$ cat config.mk
export PLATFORM = sky130hd
export DESIGN_NAME = presence_dwell_and_swipe_detector
export DESIGN_NICKNAME = d
export VERILOG_FILES = /design/src/rtl/core/psd_pkg.sv /design/src/rtl/core/psd_cfg.sv /design/src/rtl/core/psd_step.sv /design/src/rtl/core/presence_dwell_and_swipe_detector.sv
export VERILOG_INCLUDE_DIRS = /design/src /design/src/rtl/core
export SDC_FILE = /design/constraint.sdc
export NUM_CORES = 1
export LEC_CHECK = 0
export ABC_AREA = 0
export BUFFER_PORTS_ARGS = -buffer_cell sky130_fd_sc_hd__buf_2
export CORE_ASPECT_RATIO = 1.4
export CORE_MARGIN = 2
export CORE_UTILIZATION = 55
export DETAILED_ROUTE_END_ITERATION = 10
export PLACE_DENSITY = 0.77
export SYNTH_ARGS = -nofsm -noshare
export SYNTH_HDL_FRONTEND = slang
export SYNTH_SLANG_ARGS = --single-unit
export TNS_END_PERCENT = 1
$ cat constraint.sdc
create_clock -name clk -period 9.5 [get_ports clk]
set_clock_uncertainty 0.05 [all_clocks]
set_input_delay 0.475 -clock clk [delete_from_list [all_inputs] [get_ports clk]]
set_output_delay 0.475 -clock clk [all_outputs]
set_load 0.005 [all_outputs]
$ cat src/rtl/core/presence_dwell_and_swipe_detector_macros.svh
// Assertion macros for the presence dwell and swipe detector.
// Included by the top level; needs clk and rst_n in the including scope.
`ifndef PRESENCE_DWELL_AND_SWIPE_DETECTOR_MACROS_SVH
`define PRESENCE_DWELL_AND_SWIPE_DETECTOR_MACROS_SVH

`ifndef SYNTHESIS
// Same-cycle implication, checked out of reset.
`define PSD_ASSERT_SAME(lbl, ante, cons) \
  lbl: assert property (@(posedge clk) disable iff (!rst_n) (ante) |-> (cons)) \
    else $error("assertion failed");
// Next-cycle implication, checked out of reset.
`define PSD_ASSERT_NEXT(lbl, ante, cons) \
  lbl: assert property (@(posedge clk) disable iff (!rst_n) (ante) |=> (cons)) \
    else $error("assertion failed");
`else
`define PSD_ASSERT_SAME(lbl, ante, cons)
`define PSD_ASSERT_NEXT(lbl, ante, cons)
`endif

`endif

$ cat src/rtl/core/psd_pkg.sv
// Shared constants and types of the presence dwell and swipe detector.
// No dependencies; used by every module of the block.
package psd_pkg;

  localparam int DEF_SAMPLE_BITS = 10;
  localparam int DEF_TIME_BITS   = 32;
  localparam int DEF_COUNT_BITS  = 16;

  localparam int NOW_W      = 32;
  localparam int COUNT_W    = 16;
  localparam int DWELL_W    = 16;
  localparam int CFG_DATA_W = 32;
  localparam int CFG_ADDR_W = 4;

  localparam int RST_PRES_THR  = 15;
  localparam int RST_SWIPE_THR = 15;
  localparam int RST_HYST      = 2;
  localparam int RST_DWELL     = 2000;

  typedef enum logic [1:0] {
    REG_PRES_THR  = 2'd0,
    REG_SWIPE_THR = 2'd1,
    REG_HYST      = 2'd2,
    REG_DWELL     = 2'd3
  } reg_idx_t;

  typedef struct packed {
    logic active;
    logic timing;
    logic armed;
  } flags_t;

  typedef struct packed {
    logic entered;
    logic exited;
    logic swiped;
  } events_t;

endpackage

$ cat src/rtl/core/psd_cfg.sv
// Configuration register file with an APB-style write and read port.
// Depends on psd_pkg for register indexes and reset values.
module psd_cfg #(
  parameter int SAMPLE_BITS = psd_pkg::DEF_SAMPLE_BITS
) (
  input  logic                          clk,
  input  logic                          rst_n,
  input  logic                          psel,
  input  logic                          penable,
  input  logic                          pwrite,
  input  logic [psd_pkg::CFG_ADDR_W-1:0] paddr,
  input  logic [psd_pkg::CFG_DATA_W-1:0] pwdata,
  output logic [psd_pkg::CFG_DATA_W-1:0] prdata,
  output logic                          pready,
  output logic [SAMPLE_BITS-1:0]        pres_thr,
  output logic [SAMPLE_BITS-1:0]        swipe_thr,
  output logic [SAMPLE_BITS-1:0]        hyst,
  output logic [psd_pkg::DWELL_W-1:0]   dwell
);
  import psd_pkg::*;

  logic [SAMPLE_BITS-1:0] pres_thr_r, pres_thr_nxt;
  logic [SAMPLE_BITS-1:0] swipe_thr_r, swipe_thr_nxt;
  logic [SAMPLE_BITS-1:0] hyst_r, hyst_nxt;
  logic [DWELL_W-1:0]     dwell_r, dwell_nxt;
  logic                   wr_en;
  reg_idx_t               idx;

  assign pready = 1'b1;
  assign wr_en  = psel && penable && pwrite;
  assign idx    = reg_idx_t'(paddr[3:2]);

  always_comb begin
    pres_thr_nxt  = pres_thr_r;
    swipe_thr_nxt = swipe_thr_r;
    hyst_nxt      = hyst_r;
    dwell_nxt     = dwell_r;
    if (wr_en) begin
      unique case (idx)
        REG_PRES_THR:  pres_thr_nxt  = pwdata[SAMPLE_BITS-1:0];
        REG_SWIPE_THR: swipe_thr_nxt = pwdata[SAMPLE_BITS-1:0];
        REG_HYST:      hyst_nxt      = pwdata[SAMPLE_BITS-1:0];
        REG_DWELL:     dwell_nxt     = pwdata[DWELL_W-1:0];
        default:       dwell_nxt     = dwell_r;
      endcase
    end
  end

  always_comb begin
    unique case (idx)
      REG_PRES_THR:  prdata = CFG_DATA_W'(pres_thr_r);
      REG_SWIPE_THR: prdata = CFG_DATA_W'(swipe_thr_r);
      REG_HYST:      prdata = CFG_DATA_W'(hyst_r);
      REG_DWELL:     prdata = CFG_DATA_W'(dwell_r);
      default:       prdata = '0;
    endcase
  end

  always_ff @(posedge clk) begin
    if (!rst_n) begin
      pres_thr_r  <= SAMPLE_BITS'(RST_PRES_THR);
      swipe_thr_r <= SAMPLE_BITS'(RST_SWIPE_THR);
      hyst_r      <= SAMPLE_BITS'(RST_HYST);
      dwell_r     <= DWELL_W'(RST_DWELL);
    end else begin
      pres_thr_r  <= pres_thr_nxt;
      swipe_thr_r <= swipe_thr_nxt;
      hyst_r      <= hyst_nxt;
      dwell_r     <= dwell_nxt;
    end
  end

  assign pres_thr  = pres_thr_r;
  assign swipe_thr = swipe_thr_r;
  assign hyst      = hyst_r;
  assign dwell     = dwell_r;

endmodule

$ cat src/rtl/core/psd_step.sv
// Next-state logic for one sample: entry and exit dwell timing and swipe counting.
// Depends on psd_pkg for the flag and event structs.
module psd_step #(
  parameter int SAMPLE_BITS = psd_pkg::DEF_SAMPLE_BITS,
  parameter int TIME_BITS   = psd_pkg::DEF_TIME_BITS,
  parameter int COUNT_BITS  = psd_pkg::DEF_COUNT_BITS
) (
  input  psd_pkg::flags_t             flags,
  input  logic [TIME_BITS-1:0]        start,
  input  logic [COUNT_BITS-1:0]       total,
  input  logic [SAMPLE_BITS-1:0]      pres,
  input  logic [SAMPLE_BITS-1:0]      swp,
  input  logic [TIME_BITS-1:0]        now,
  input  logic [SAMPLE_BITS-1:0]      pres_thr,
  input  logic [SAMPLE_BITS-1:0]      swipe_thr,
  input  logic [SAMPLE_BITS-1:0]      hyst,
  input  logic [psd_pkg::DWELL_W-1:0] dwell,
  output psd_pkg::flags_t             flags_nxt,
  output logic [TIME_BITS-1:0]        start_nxt,
  output logic [COUNT_BITS-1:0]       total_nxt,
  output psd_pkg::events_t            ev
);
  import psd_pkg::*;

  logic [TIME_BITS-1:0] elapsed;
  logic                 done;
  logic                 pres_high;
  logic                 pres_low;
  logic                 swp_high;
  logic                 swp_low;
  flags_t               f;

  // Elapsed time wraps with the timestamp.
  assign elapsed = now - start;
  assign done    = elapsed >= TIME_BITS'(dwell);

  // "Below threshold minus hysteresis" is evaluated as sample + hysteresis < threshold
  // with one extra bit, which matches the signed comparison.
  assign pres_high = pres > pres_thr;
  assign pres_low  = ({1'b0, pres} + {1'b0, hyst}) < {1'b0, pres_thr};
  assign swp_high  = swp > swipe_thr;
  assign swp_low   = ({1'b0, swp} + {1'b0, hyst}) < {1'b0, swipe_thr};

  always_comb begin
    f         = flags;
    start_nxt = start;
    total_nxt = total;
    ev        = '0;

    if (pres_high && !flags.active) begin
      if (!flags.timing) begin
        f.timing  = 1'b1;
        start_nxt = now;
      end else if (done) begin
        f.active   = 1'b1;
        f.timing   = 1'b0;
        total_nxt  = '0;
        ev.entered = 1'b1;
      end
    end

    // High and low presence exclude each other, so the original flags apply here.
    if (pres_low) begin
      if (flags.active) begin
        if (!flags.timing) begin
          f.timing  = 1'b1;
          start_nxt = now;
        end else if (done) begin
          f.active  = 1'b0;
          ev.exited = 1'b1;
        end
      end else if (flags.timing && done) begin
        f.timing = 1'b0;
      end
    end

    if (f.active) begin
      if (!f.armed && swp_high) begin
        f.armed = 1'b1;
      end
      if (f.armed && swp_low) begin
        f.armed   = 1'b0;
        ev.swiped = 1'b1;
        if (total_nxt != {COUNT_BITS{1'b1}}) begin
          total_nxt = total_nxt + COUNT_BITS'(1);
        end
      end
    end

    flags_nxt = f;
  end

endmodule

$ cat src/rtl/core/presence_dwell_and_swipe_detector.sv
// Presence dwell and swipe detector, top level.
// Uses psd_pkg, psd_cfg, psd_step and the assertion macro header.
//
// Usage: each input item carries a presence sample, a swipe sample and a
// millisecond timestamp. An item is accepted at a rising edge where in_valid
// is high and in_stall is low. Every accepted item produces exactly one
// result item on the out_ channel, taken when out_valid is high and
// out_stall is low.
// The input item is first captured in an input register. Once the output
// register is free or being drained, the dwell timing, hysteresis compares
// and swipe counting settle in one pass of logic, the detector state is
// updated and the result is loaded into the output register, which raises
// out_valid. One item is taken every cycle when the receiver keeps up.
// When the receiver stalls, the result holds in the output register and the
// next item waits in the input register; in_stall rises only when both are
// occupied and the receiver is stalling, so throughput recovers as soon as
// the stall is released.
// Synchronous reset clears the detector state (inactive, not timing, not
// armed, zero swipes), empties both registers and restores the
// configuration registers to their defaults. Configuration must be written over the
// APB-style port only while no item is in flight; the block does not enforce this.
`include "presence_dwell_and_swipe_detector_macros.svh"

module presence_dwell_and_swipe_detector #(
  parameter int SAMPLE_BITS = psd_pkg::DEF_SAMPLE_BITS,
  parameter int TIME_BITS   = psd_pkg::DEF_TIME_BITS,
  parameter int COUNT_BITS  = psd_pkg::DEF_COUNT_BITS
) (
  input  logic                           clk,
  input  logic                           rst_n,
  input  logic                           psel,
  input  logic                           penable,
  input  logic                           pwrite,
  input  logic [psd_pkg::CFG_ADDR_W-1:0] paddr,
  input  logic [psd_pkg::CFG_DATA_W-1:0] pwdata,
  output logic [psd_pkg::CFG_DATA_W-1:0] prdata,
  output logic                           pready,
  input  logic                           in_valid,
  output logic                           in_stall,
  input  logic [SAMPLE_BITS-1:0]         in_presence_sample,
  input  logic [SAMPLE_BITS-1:0]         in_swipe_sample,
  input  logic [psd_pkg::NOW_W-1:0]      in_now_ms,
  output logic                           out_valid,
  input  logic                           out_stall,
  output logic                           out_is_active,
  output logic                           out_is_timing,
  output logic                           out_swipe_armed,
  output logic [psd_pkg::COUNT_W-1:0]    out_swipe_count,
  output logic                           out_entered,
  output logic                           out_exited,
  output logic                           out_swiped
);
  import psd_pkg::*;

  // Configuration registers.
  logic [SAMPLE_BITS-1:0] pres_thr;
  logic [SAMPLE_BITS-1:0] swipe_thr;
  logic [SAMPLE_BITS-1:0] hyst;
  logic [DWELL_W-1:0]     dwell;

  psd_cfg #(
    .SAMPLE_BITS(SAMPLE_BITS)
  ) u_cfg (
    .clk      (clk),
    .rst_n    (rst_n),
    .psel     (psel),
    .penable  (penable),
    .pwrite   (pwrite),
    .paddr    (paddr),
    .pwdata   (pwdata),
    .prdata   (prdata),
    .pready   (pready),
    .pres_thr (pres_thr),
    .swipe_thr(swipe_thr),
    .hyst     (hyst),
    .dwell    (dwell)
  );

  // Input register. The timestamp is reduced to the timer width on capture.
  logic                   in_valid_r;
  logic [SAMPLE_BITS-1:0] pres_r;
  logic [SAMPLE_BITS-1:0] swp_r;
  logic [TIME_BITS-1:0]   now_r;
  logic                   in_load;
  logic                   adv;

  // The held item moves on whenever the output register is free or being drained.
  assign adv      = in_valid_r && (!out_valid || !out_stall);
  assign in_stall = in_valid_r && !adv;
  assign in_load  = in_valid && !in_stall;

  always_ff @(posedge clk) begin
    if (!rst_n) begin
      in_valid_r <= 1'b0;
    end else if (in_load) begin
      in_valid_r <= 1'b1;
    end else if (adv) begin
      in_valid_r <= 1'b0;
    end
  end

  always_ff @(posedge clk) begin
    if (in_load) begin
      pres_r <= in_presence_sample;
      swp_r  <= in_swipe_sample;
      now_r  <= TIME_BITS'(in_now_ms);
    end
  end

  // Detector state, updated once per item as it moves to the output register.
  flags_t                flags_r, flags_nxt;
  logic [TIME_BITS-1:0]  start_r, start_nxt;
  logic [COUNT_BITS-1:0] total_r, total_nxt;
  events_t               ev;

  psd_step #(
    .SAMPLE_BITS(SAMPLE_BITS),
    .TIME_BITS  (TIME_BITS),
    .COUNT_BITS (COUNT_BITS)
  ) u_step (
    .flags    (flags_r),
    .start    (start_r),
    .total    (total_r),
    .pres     (pres_r),
    .swp      (swp_r),
    .now      (now_r),
    .pres_thr (pres_thr),
    .swipe_thr(swipe_thr),
    .hyst     (hyst),
    .dwell    (dwell),
    .flags_nxt(flags_nxt),
    .start_nxt(start_nxt),
    .total_nxt(total_nxt),
    .ev       (ev)
  );

  always_ff @(posedge clk) begin
    if (!rst_n) begin
      flags_r <= '0;
      start_r <= '0;
      total_r <= '0;
    end else if (adv) begin
      flags_r <= flags_nxt;
      start_r <= start_nxt;
      total_r <= total_nxt;
    end
  end

  // Output register. Its valid stays up until the receiver takes the item.
  logic               out_valid_r;
  flags_t             out_flags_r;
  events_t            out_ev_r;
  logic [COUNT_W-1:0] out_count_r;

  always_ff @(posedge clk) begin
    if (!rst_n) begin
      out_valid_r <= 1'b0;
    end else if (adv) begin
      out_valid_r <= 1'b1;
    end else if (!out_stall) begin
      out_valid_r <= 1'b0;
    end
  end

  always_ff @(posedge clk) begin
    if (adv) begin
      out_flags_r <= flags_nxt;
      out_ev_r    <= ev;
      out_count_r <= COUNT_W'(total_nxt);
    end
  end

  assign out_valid       = out_valid_r;
  assign out_is_active   = out_flags_r.active;
  assign out_is_timing   = out_flags_r.timing;
  assign out_swipe_armed = out_flags_r.armed;
  assign out_swipe_count = out_count_r;
  assign out_entered     = out_ev_r.entered;
  assign out_exited      = out_ev_r.exited;
  assign out_swiped      = out_ev_r.swiped;

  // The active flag changes exactly when the item just loaded reports an entry or exit.
  `PSD_ASSERT_NEXT(a_active_change_has_event, adv,
    (flags_r.active != $past(flags_r.active)) == (out_ev_r.entered || out_ev_r.exited))
  // A swipe is only counted while the block is active.
  `PSD_ASSERT_SAME(a_swipe_only_active, out_valid_r && out_swiped, out_is_active)
  // Entry clears the count, so at most this item's own swipe is counted.
  `PSD_ASSERT_SAME(a_entry_clears_count, out_valid_r && out_entered,
    out_swipe_count == COUNT_W'(out_swiped))

endmodule

# [Yosys cells after proc, flatten, opt, wreduce, memory -nomap -nowiden]
# Index checks and enable logic that the tools add are counted.
[totals] elab_cells=92 latch_bits=0 regBits=173 n_memories=0 rom_bits=0 mem_bits_rw=0 input_bits=95
[classes] shifts=0 addsub=4 muxes=34 eq_ne=5 mul=0 div=0 bitwise_logic=0 order_cmp=5 reduce_logical=23
[op_table] cell="$mux 32" count=5
[op_table] cell="$pmux 32 s4" count=1
[op_table] cell="$mux 16" count=6
[op_table] cell="$ge 32x16->1" count=1
[op_table] cell="$sub 32x32->32" count=1
[op_table] cell="$add 10x10->11" count=2
[op_table] cell="$lt 11x10->1" count=2
[op_table] cell="$gt 10x10->1" count=2
[op_table] cell="$mux 1" count=19
[op_table] cell="$add 16x1->16 const B" count=1
[op_table] cell="$ne 16x16->1 const B" count=1
[op_table] cell="$reduce_and 2->1" count=5
[op_table] cell="$logic_and 1x1->1" count=9
[op_table] cell="$logic_not 1->1" count=6
[op_table] cell="$mux 2" count=3
[op_table] cell="$eq 2x2->1 const B" count=2
[op_table] cell="$eq 2x1->1 const B" count=1
[op_table] cell="$logic_not 2->1" count=1
[op_table] cell="$ne 2x1->1 const B" count=1
[op_table] cell="$reduce_bool 2->1" count=1
[op_table] cell="$logic_or 1x1->1" count=1

# [Depth between registers and ports, before layout]
# Gate-level depths: netlist (run 1).
[depth] word_depth=13 mapped_depth=35 ltp_nobuf=32

# [Modules after synthesis]
# From an unflattened synthesis (run 1), not the netlist that was laid out.
[unflattened] hier_cells=1221 hier_area_um2=11527.3
[by_module_without_submodules] module="psd_step" area_per_inst_um2=4897.2 instances=1 cells_each=697
[by_module_without_submodules] module="presence_dwell_and_swipe_detector" area_per_inst_um2=4395.5 instances=1 cells_each=304
[by_module_without_submodules] module="psd_cfg" area_per_inst_um2=2234.6 instances=1 cells_each=220

# [Worst setup path before layout (run 1)]
# No wires, ideal clock.
[synth_path] path_type="register -> register" from="register now_r[2]" to="register out_count_r[1] (netlist: out_swipe_count[1]) (data pin)" stages_incl_launch_ff=34 setup_slack_ns=2.883 arrival_ns=6.304 setup_ns=0.262 path_buffers=3 path_cell_list="edfxtp_1 > ha_1 > o211ai_1 > a21oi_1 > nor2_1 > nor2_1 > a31oi_1 > o21ai_0 > a21oi_1 > xnor2_1 > ha_1 > o21bai_1 > or4_1 > a211o_1 > nor4_1 > nand4b_1 > a211oi_2 > a41oi_2 > buf_6 > nand2_1 > inv_1 > buf_2 > nor2_1 > ha_1 > nand3_1 > nor3_1 > and3_1 > nand2_1 > or3_1 > o21ai_0 > o21ai_1 > buf_2 > nand2_1 > mux2_1"
[synth_between] elab_chain_cells=10 elab_cells_between_ends=17
[synth_rtl] element="start: declaration" line_no="presence_dwell_and_swipe_detector.sv:83" rtl="logic [TIME_BITS-1:0] now_r;"
[synth_rtl] element="start signal: assignment" line_no="presence_dwell_and_swipe_detector.sv:106" rtl="now_r <= TIME_BITS'(in_now_ms);"
[synth_rtl] element="$sub 32x32->32 (*)" line_no="psd_step.sv:34" rtl="assign elapsed = now - start;"
[synth_rtl] element="$ge 32x16->1 (*)" line_no="psd_step.sv:35" rtl="assign done = elapsed >= TIME_BITS'(dwell);"
[synth_rtl] element="parallel branches: the longest is 7 deep, another holds $add 16x1->16"
[synth_rtl] element="$mux 16 (*)" line_no="psd_step.sv:77" rtl="if (f.active) begin"
[synth_rtl] element="net total_nxt[1]" line_no="presence_dwell_and_swipe_detector.sv:113" rtl="logic [COUNT_BITS-1:0] total_r, total_nxt;"
[synth_rtl] element="end signal: assignment" line_no="presence_dwell_and_swipe_detector.sv:169" rtl="out_count_r <= COUNT_W'(total_nxt);"
[synth_rtl] element="end: declaration" line_no="presence_dwell_and_swipe_detector.sv:153" rtl="logic [COUNT_W-1:0] out_count_r;"
# Mark *: on every way through the listed nets, which the timed path passes.
# A chain may end at the register's enable or synchronous reset.

# [Final worst setup path (run 1)]
[layout_path] from="register now_r[4]" to="register out_count_r[1] (netlist: out_swipe_count[1]) (data pin)"
# The elaborated chain is that of the path after synthesis.

==> parameters.txt, run 1 <==
Parameter                              Value

Critical path
  Type of element launching the critical path ... flop
  Type of the worst setup path ... flop to flop
  Peak fanout along the critical path ... 20
  Worst EP required ... 9.63 ns
  Peak per-stage delay on the critical path ... 0.45 ns
  Capturing element type of the critical path ... flop
  Worst-case register-to-register setup slack ... 1.38 ns
  Slowest cell on crit path ... sky130_fd_sc_hd__or4_1
  Worst Path Arrival ... 8.26 ns

Timing
  Min cycle time layout ... 8.12 ns
  Endpoints failing hold ... 0
  Transition time of the tightest slew-check pin ... 0.897 ns
  Number of endpoints failing setup at the final stage ... 0
  Final Worst Setup Slack ... 1.38 ns
  Slew HR ... 39.9%
  Setup TNS ... 0 ns
  RSZ-0062 raised after global routing ... no
  Timing-limited maximum frequency ... 123 MHz
  Period utilisation layout ... 85.5%
  Slew Limit Fails ... 0

Global routing
  Total global routing overflow ... 0
  Number of global-route vias before repair ... 9,101
  Maximum number of pins on one net before global-route repair ... 77
  GRT Resource Usage Total ... 24.7%
  Antenna violations before repair ... 4
  Wire length of the first global-routing pass ... 43,400 um

Pwr
  Switching power share of the total ... 29.1%
  VDD IR-drop max ... 0.147 mV
  Static Leakage ... 5.28 nW
  Part of the power in the clock network ... 37.1%
  Net Sw Power ... 0.539 mW
  Areal power density over the cells ... 149 mW/mm2
  Internal power ... 1.32 mW
  Comb pwr share ... 18.5%
  Part of the total power dissipated in sequential elements ... 44.3%

Floorplan
  Starting Density ... 56.0%
  CORE AREA ... 0.0199 mm2
  Num ports ... 152
  Y dimension of the die ... 173 um
  Horizontal die dimension ... 124 um
  Total Die Area ... 0.0215 mm2
  Cell Rows ... 61

Place
  Worst Setup Slack post-DPL ... 1.55 ns
  Half-perimeter wire length of the detailed placement result ... 19,800 um
  Final RePlAce weighted congestion ... 0.915
  Quantity of I/O buffers inserted on ports ... 116

Clocking
  Clock latency reported for the late side of the worst-skew pair ... 0.44 ns
  Maximum count of clock buffers along a single path ... 2
  Clock-pin slew reported for the worst setup and hold paths after clock tree synthesis ... 0.07 ns
  Clock Sink Count ... 173
  Quantity of gates resized following cts ... 0
  H-Tree Level Count ... 4
  Cts bufs inserted ... 17
  Hold-fix buffer count after cts ... 0
  Number of post-CTS setup repair buffers ... 0
  Master cell of the clock root buffer ... sky130_fd_sc_hd__clkbuf_16
  CTS tree ... built

Logic synthesis
  Top FF cell, synth ... sky130_fd_sc_hd__dfxtp_1
  Mapped cell area ... 0.0112 mm2
  Count of yosys warnings during synthesis ... 0
  Count of mapped cells out of synthesis ... 1,215
  Post-synthesis sequential element count ... 173
  Cell variety after synth ... 77
  Number of enable flip-flop cells after synthesis ... 74
  Share of flip-flops with an asynchronous set or reset after synthesis ... 0%
  Fraction of synthesized cell area taken by the top area cell type ... 19.9%
  Proportion of synthesized chip area in sequential cells ... 37.7%
  Main area contributors after synthesis ... sky130_fd_sc_hd__edfxtp_1, sky130_fd_sc_hd__dfxtp_1, sky130_fd_sc_hd__ha_1, sky130_fd_sc_hd__mux2i_1, sky130_fd_sc_hd__nand2_1
  Mean instance size in the synthesized netlist ... 9.18 um2
  Largest area contributor in the netlist ... sky130_fd_sc_hd__edfxtp_1

Drt
  DR iter-0 viols ... 683
  Vias ... 9,335
  1st-pass router iterations ... 5
  Antenna-violating nets left ... 0
  Avg WL per Cell ... 16.7 um
  Post-route DRC violation count ... 0
  Detailed-route vias per instance ... 5.90
  Routed WL ... 26,500 um

Cells and area
  Post-layout nets ... 1,516
  Area growth from synthesis to layout ... 11.5%
  Proportion of layout cells with a drive suffix above 1 ... 14.7%

Status
  Result of the run ... complete, no violations

Run
  Max-capacitance violation count ... 0

Worst hold path
  Kind of path behind the tightest hold check ... input pin to flop
==> cells in the final DEF (no fill, tap or decap), types with 16 or more instances in the layout <==
cell type,count
sky130_fd_sc_hd__xnor2_1,27
sky130_fd_sc_hd__a211oi_1,17
sky130_fd_sc_hd__buf_2,116
sky130_fd_sc_hd__a21o_1,21
sky130_fd_sc_hd__o21a_1,18
sky130_fd_sc_hd__nand3_1,25
sky130_fd_sc_hd__dfxtp_1,99
sky130_fd_sc_hd__clkbuf_16,19
sky130_fd_sc_hd__o211ai_1,24
sky130_fd_sc_hd__mux2i_1,54
sky130_fd_sc_hd__edfxtp_1,74
sky130_fd_sc_hd__nand2_1,118
sky130_fd_sc_hd__a21oi_1,88
sky130_fd_sc_hd__ha_1,106
sky130_fd_sc_hd__nand2b_1,16
sky130_fd_sc_hd__nor2_1,112
sky130_fd_sc_hd__inv_1,95
sky130_fd_sc_hd__conb_1,17
sky130_fd_sc_hd__nand4_1,30
sky130_fd_sc_hd__o21ai_0,38
==> sequential cells by signal, indices dropped and copies added (netlist names), 3 cells and up <==
register,cells
now_r,32
start_r,32
out_swipe_count,16
total_r,16
u_cfg.dwell,16
pres_r,10
swp_r,10
u_cfg.hyst,10
u_cfg.pres_thr,10
u_cfg.swipe_thr,10
flags_r,3
==> cell type report <==
| class | count | area, um2 |
|---|---|---|
| repair buffers | 129 | 678 |
| diodes | 4 | 10.0 |
| well taps | 252 | 315 |
| multi-input cells | 893 | 6290 |
| flip-flops and latches | 173 | 4200 |
| clock inverters | 12 | 95.1 |
| clock buffers | 20 | 479 |
| fillers | 1746 | 7480 |
| inverters | 98 | 368 |
==> kinds of logic (layout without fill, tap and decap cells) <==
group | Yosys count | in the layout | share of synthesized area (%)
AOI/OAI and AO/OA | 299 | 299 | 18.0
DFF | 173 | 173 | 37.7
muxes | 66 | 66 | 7.07
and+or+nand+nor | 363 | 363 | 15.2
xor gates and xnor gates | 39 | 39 | 3.06
buffers and inverters | 164 | 259 | 6.57
other | 2 | 21 | 0.0673
adders and majority gates | 109 | 109 | 12.4
==> cells in the mapped netlist (10+ instances only) <==
master                     number
sky130_fd_sc_hd__ha_1         106
sky130_fd_sc_hd__dfxtp_1       99
sky130_fd_sc_hd__buf_4         18
sky130_fd_sc_hd__mux4_2        10
sky130_fd_sc_hd__edfxtp_1      74
sky130_fd_sc_hd__nand2b_1      16
sky130_fd_sc_hd__nand3_1       25
sky130_fd_sc_hd__o21bai_1      12
sky130_fd_sc_hd__xor2_1        12
sky130_fd_sc_hd__nor2_1       112
sky130_fd_sc_hd__inv_1         96
sky130_fd_sc_hd__o21ai_0       38
sky130_fd_sc_hd__o211ai_1      24
sky130_fd_sc_hd__a21oi_1       88
sky130_fd_sc_hd__mux2i_1       54
sky130_fd_sc_hd__a211oi_1      17
sky130_fd_sc_hd__nand2_1      118
sky130_fd_sc_hd__xnor2_1       27
sky130_fd_sc_hd__a31oi_1       12
sky130_fd_sc_hd__a21o_1        21
sky130_fd_sc_hd__nor3_1        11
sky130_fd_sc_hd__clkbuf_1      30
sky130_fd_sc_hd__nand4_1       30
sky130_fd_sc_hd__buf_2         10
sky130_fd_sc_hd__o21a_1        18
==> power groups by stage <==
stage | Clock (mW) | Combinational (mW) | Sequential, mW
after global placement | 0 | 0.333 | 0.837
after global routing | 0.730 | 0.382 | 0.825
after floorplan | 0 | 0.256 | 0.834
after CTS | 0.699 | 0.343 | 0.822
final | 0.689 | 0.344 | 0.822
after detailed placement | 0 | 0.340 | 0.838
==> through the flow <==
| stage | utilization (%) | instances | hold WS [ns] | area (um2) | power, mW |
|---|---|---|---|---|---|
| CTS | 62.4 | 1577 | 0.139 | 12400 | 1.86 |
| global placement | 59.5 | 1545 | 0.393 | 11900 | 1.17 |
| global route | 62.4 | 1579 | 0.140 | 12400 | 1.94 |
| finish | 62.5 | 1581 | 0.155 | 12400 | 1.85 |
| floorplan | - | 1230 | 0.386 | 11200 | 1.09 |
| detailed placement | 59.5 | 1545 | 0.396 | 11900 | 1.18 |
==> routing by layer <==
metal / up-vias / wire length (um) / track usage (%)
li1: 4585 / - / -
met1: 4407 / 10900 / 29.8
met2: 293 / 13400 / 43.2
met3: 50 / 1360 / 4.70
met4: 0 / 782 / 10.1
met5: - / 0 / 0
==> worst paths after layout <==
path,start,end,cells past startpoint
max,now_r[4]$_DFFE_PP_,out_swipe_count[1]$_DFFE_PP_,33
min,in_now_ms[10],now_r[10]$_DFFE_PP_,1
max reg2reg,now_r[4]$_DFFE_PP_,out_swipe_count[1]$_DFFE_PP_,33
min reg2reg,u_cfg.dwell[13]$_SDFFE_PN0P_,u_cfg.dwell[13]$_SDFFE_PN0P_,2
==> worst max-delay path, delay by kind of cell, from the launching register on <==
family	cells	cell delay (ns)
xor+xnor	1	0.15
buf+inv	4	0.80
mux	1	0.35
simple gates	13	2.81
fa+ha+maj	3	0.81
flops	1	0.39
compound gates	11	2.49
Power figures use the tool's default switching activity.
==> run 2, diff against run 1 <==
- CORE_UTILIZATION: 55 -> 59
- PLACE_DENSITY: 0.77 -> 0.82
==> parameters.txt, run 2 (synthesized netlist as in run 1, its figures left out) <==
Parameter                              Value

Status
  Result of the run ... complete, no violations

Pwr
  Internal power ... 1.34 mW
  Areal power density over the cells ... 151 mW/mm2
  Comb pwr share ... 18.6%
  Net Sw Power ... 0.533 mW
  Static Leakage ... 5.25 nW
  Part of the power in the clock network ... 37.6%
  Switching power share of the total ... 28.5%
  VDD IR-drop max ... 0.122 mV
  Post-route total power ... 1.87 mW
  Part of the total power dissipated in sequential elements ... 43.9%

Clocking
  Clock-pin slew reported for the worst setup and hold paths after clock tree synthesis ... 0.07 ns
  Quantity of gates resized following cts ... 0
  Clock Sink Count ... 173
  Master cell of the clock root buffer ... sky130_fd_sc_hd__clkbuf_16
  Maximum count of clock buffers along a single path ... 2
  Number of post-CTS setup repair buffers ... 0
  H-Tree Level Count ... 4
  Clock latency reported for the late side of the worst-skew pair ... 0.44 ns
  Hold-fix buffer count after cts ... 0
  CTS tree ... built
  Cts bufs inserted ... 17

Cells and area
  Non-Filler Instances ... 1,569
  Area growth from synthesis to layout ... 11.4%
  Commonest cells after routing, fill and taps aside ... sky130_fd_sc_hd__nand2_1, sky130_fd_sc_hd__buf_2, sky130_fd_sc_hd__nor2_1
  Most common cell after layout, fill and taps aside ... sky130_fd_sc_hd__nand2_1
  Proportion of layout cells with a drive suffix above 1 ... 14.5%
  Largest registers in the final layout ... now_r: 32 flops, start_r: 32 flops
  Post-layout nets ... 1,514

Floorplan
  Num ports ... 152
  Total Die Area ... 0.0200 mm2
  Starting Density ... 60.0%
  Horizontal die dimension ... 120 um
  Cell Rows ... 59
  Y dimension of the die ... 167 um
  CORE AREA ... 0.0186 mm2

Place
  Cell Count Post-Placement ... 1,535
  Final RePlAce weighted congestion ... 0.953
  Quantity of I/O buffers inserted on ports ... 116
  Half-perimeter wire length of the detailed placement result ... 19,300 um

Critical path
  Slowest cell on crit path ... sky130_fd_sc_hd__or4_1
  Worst-case reg-to-reg path depth ... 33
  Type of the worst setup path ... flop to flop
  Worst EP required ... 9.64 ns
  Worst Path Arrival ... 8.45 ns
  Capturing element type of the critical path ... flop
  Peak fanout along the critical path ... 28
  Peak per-stage delay on the critical path ... 0.46 ns
  Type of element launching the critical path ... flop

Worst hold path
  Kind of path behind the tightest hold check ... input pin to flop
  Hold depth ... 1

Global routing
  Wire length of the first global-routing pass ... 42,800 um
  Number of global-route vias before repair ... 8,994
  Routing usage on met3 ... 3.87%
  Met2 layer usage reported by global route ... 46.6%
  Antenna violations before repair ... 2
  GRT busiest layer ... met2
  GRT Resource Usage Total ... 26.6%
  Total global routing overflow ... 0
  Maximum number of pins on one net before global-route repair ... 77
  Met1 global-route usage ... 31.9%

Drt
  1st-pass router iterations ... 5
  Routed WL ... 26,400 um
  Post-route DRC violation count ... 0
  DR iter-0 viols ... 745
  Vias ... 9,423
  Detailed-route vias per instance ... 6.01
  Avg WL per Cell ... 16.8 um
  Antenna-violating nets left ... 0

Timing
  Transition time of the tightest slew-check pin ... 1.15 ns
  RSZ-0062 raised after global routing ... no
  Setup TNS ... 0 ns
  Slew Limit Fails ... 0
  Endpoints failing hold ... 0
  Timing-limited maximum frequency ... 120 MHz
  Min cycle time layout ... 8.31 ns
  Slew HR ... 22.8%
  Period utilisation layout ... 87.5%
  Number of endpoints failing setup at the final stage ... 0

Run
  Max-capacitance violation count ... 0
## run 2: changes by cell type in the layout (fill, tap and decap cells not counted), moves of 2 or more
cell                         delta
sky130_fd_sc_hd__inv_6          -4
sky130_fd_sc_hd__clkinvlp_4     +3
sky130_fd_sc_hd__inv_4          -2
sky130_fd_sc_hd__clkbuf_16      -2
sky130_fd_sc_hd__buf_4          -2
sky130_fd_sc_hd__diode_2        -2
sky130_fd_sc_hd__bufinv_16      +2
## run 2: layer usage
metal	part of all wire, %	wire length (um)
met5	0	0
met4	3.8	1010
met3	5.2	1380
met2	51	13400
met1	40	10600
## run 2: worst max-delay path: cells and delay by family, from the launching register on
family | cells | cell delay [ns]
buffers and inverters | 4 | 0.95
multiplexers | 1 | 0.33
adder cells (fa/ha/maj) | 3 | 0.80
AO/OA/AOI/OAI | 11 | 2.32
AND/OR/NAND/NOR | 13 | 3.07
XOR/XNOR | 1 | 0.15
flip-flops | 1 | 0.39
## run 2: per-stage QoR
step                      utilization [%]  hold WS, ns  worst slack [ns]  instance area [um2]
after floorplan                         -        0.386              2.88                11200
after global placement               63.6        0.393              1.53                11800
after detailed placement             63.6        0.397              1.40                11800
after CTS                            66.8        0.145              1.28                12400
after global routing                 66.8        0.135             0.573                12400
final                                66.8        0.151              1.19                12400
## run 2: layout make-up
type	count	area (um2)
multi-input cells	893	6290
fillers	1512	6180
flip-flops and latches	173	4200
repair buffers	127	663
clock buffers	20	447
inverters	98	368
well taps	244	305
clock inverters	12	139
diodes	2	5.00
## run 2: final timing paths
path	from	to	slack [ns]
worst max-delay path	now_r[4]$_DFFE_PP_	out_swipe_count[1]$_DFFE_PP_	1.19
worst min-delay path	in_swipe_sample[0]	swp_r[0]$_DFFE_PP_	0.15
worst max register to register	now_r[4]$_DFFE_PP_	out_swipe_count[1]$_DFFE_PP_	1.19
worst min register to register	u_cfg.dwell[15]$_SDFFE_PN0P_	u_cfg.dwell[15]$_SDFFE_PN0P_	0.40
## run 2: power groups by stage
stage	registers (mW)	clock network [mW]	logic (mW)
2_1_floorplan	0.834	0	0.256
3_3_place_gp	0.837	0	0.332
3_5_place_dp	0.838	0	0.339
4_1_cts	0.822	0.710	0.344
5_1_grt	0.825	0.741	0.385
6_report	0.822	0.704	0.348
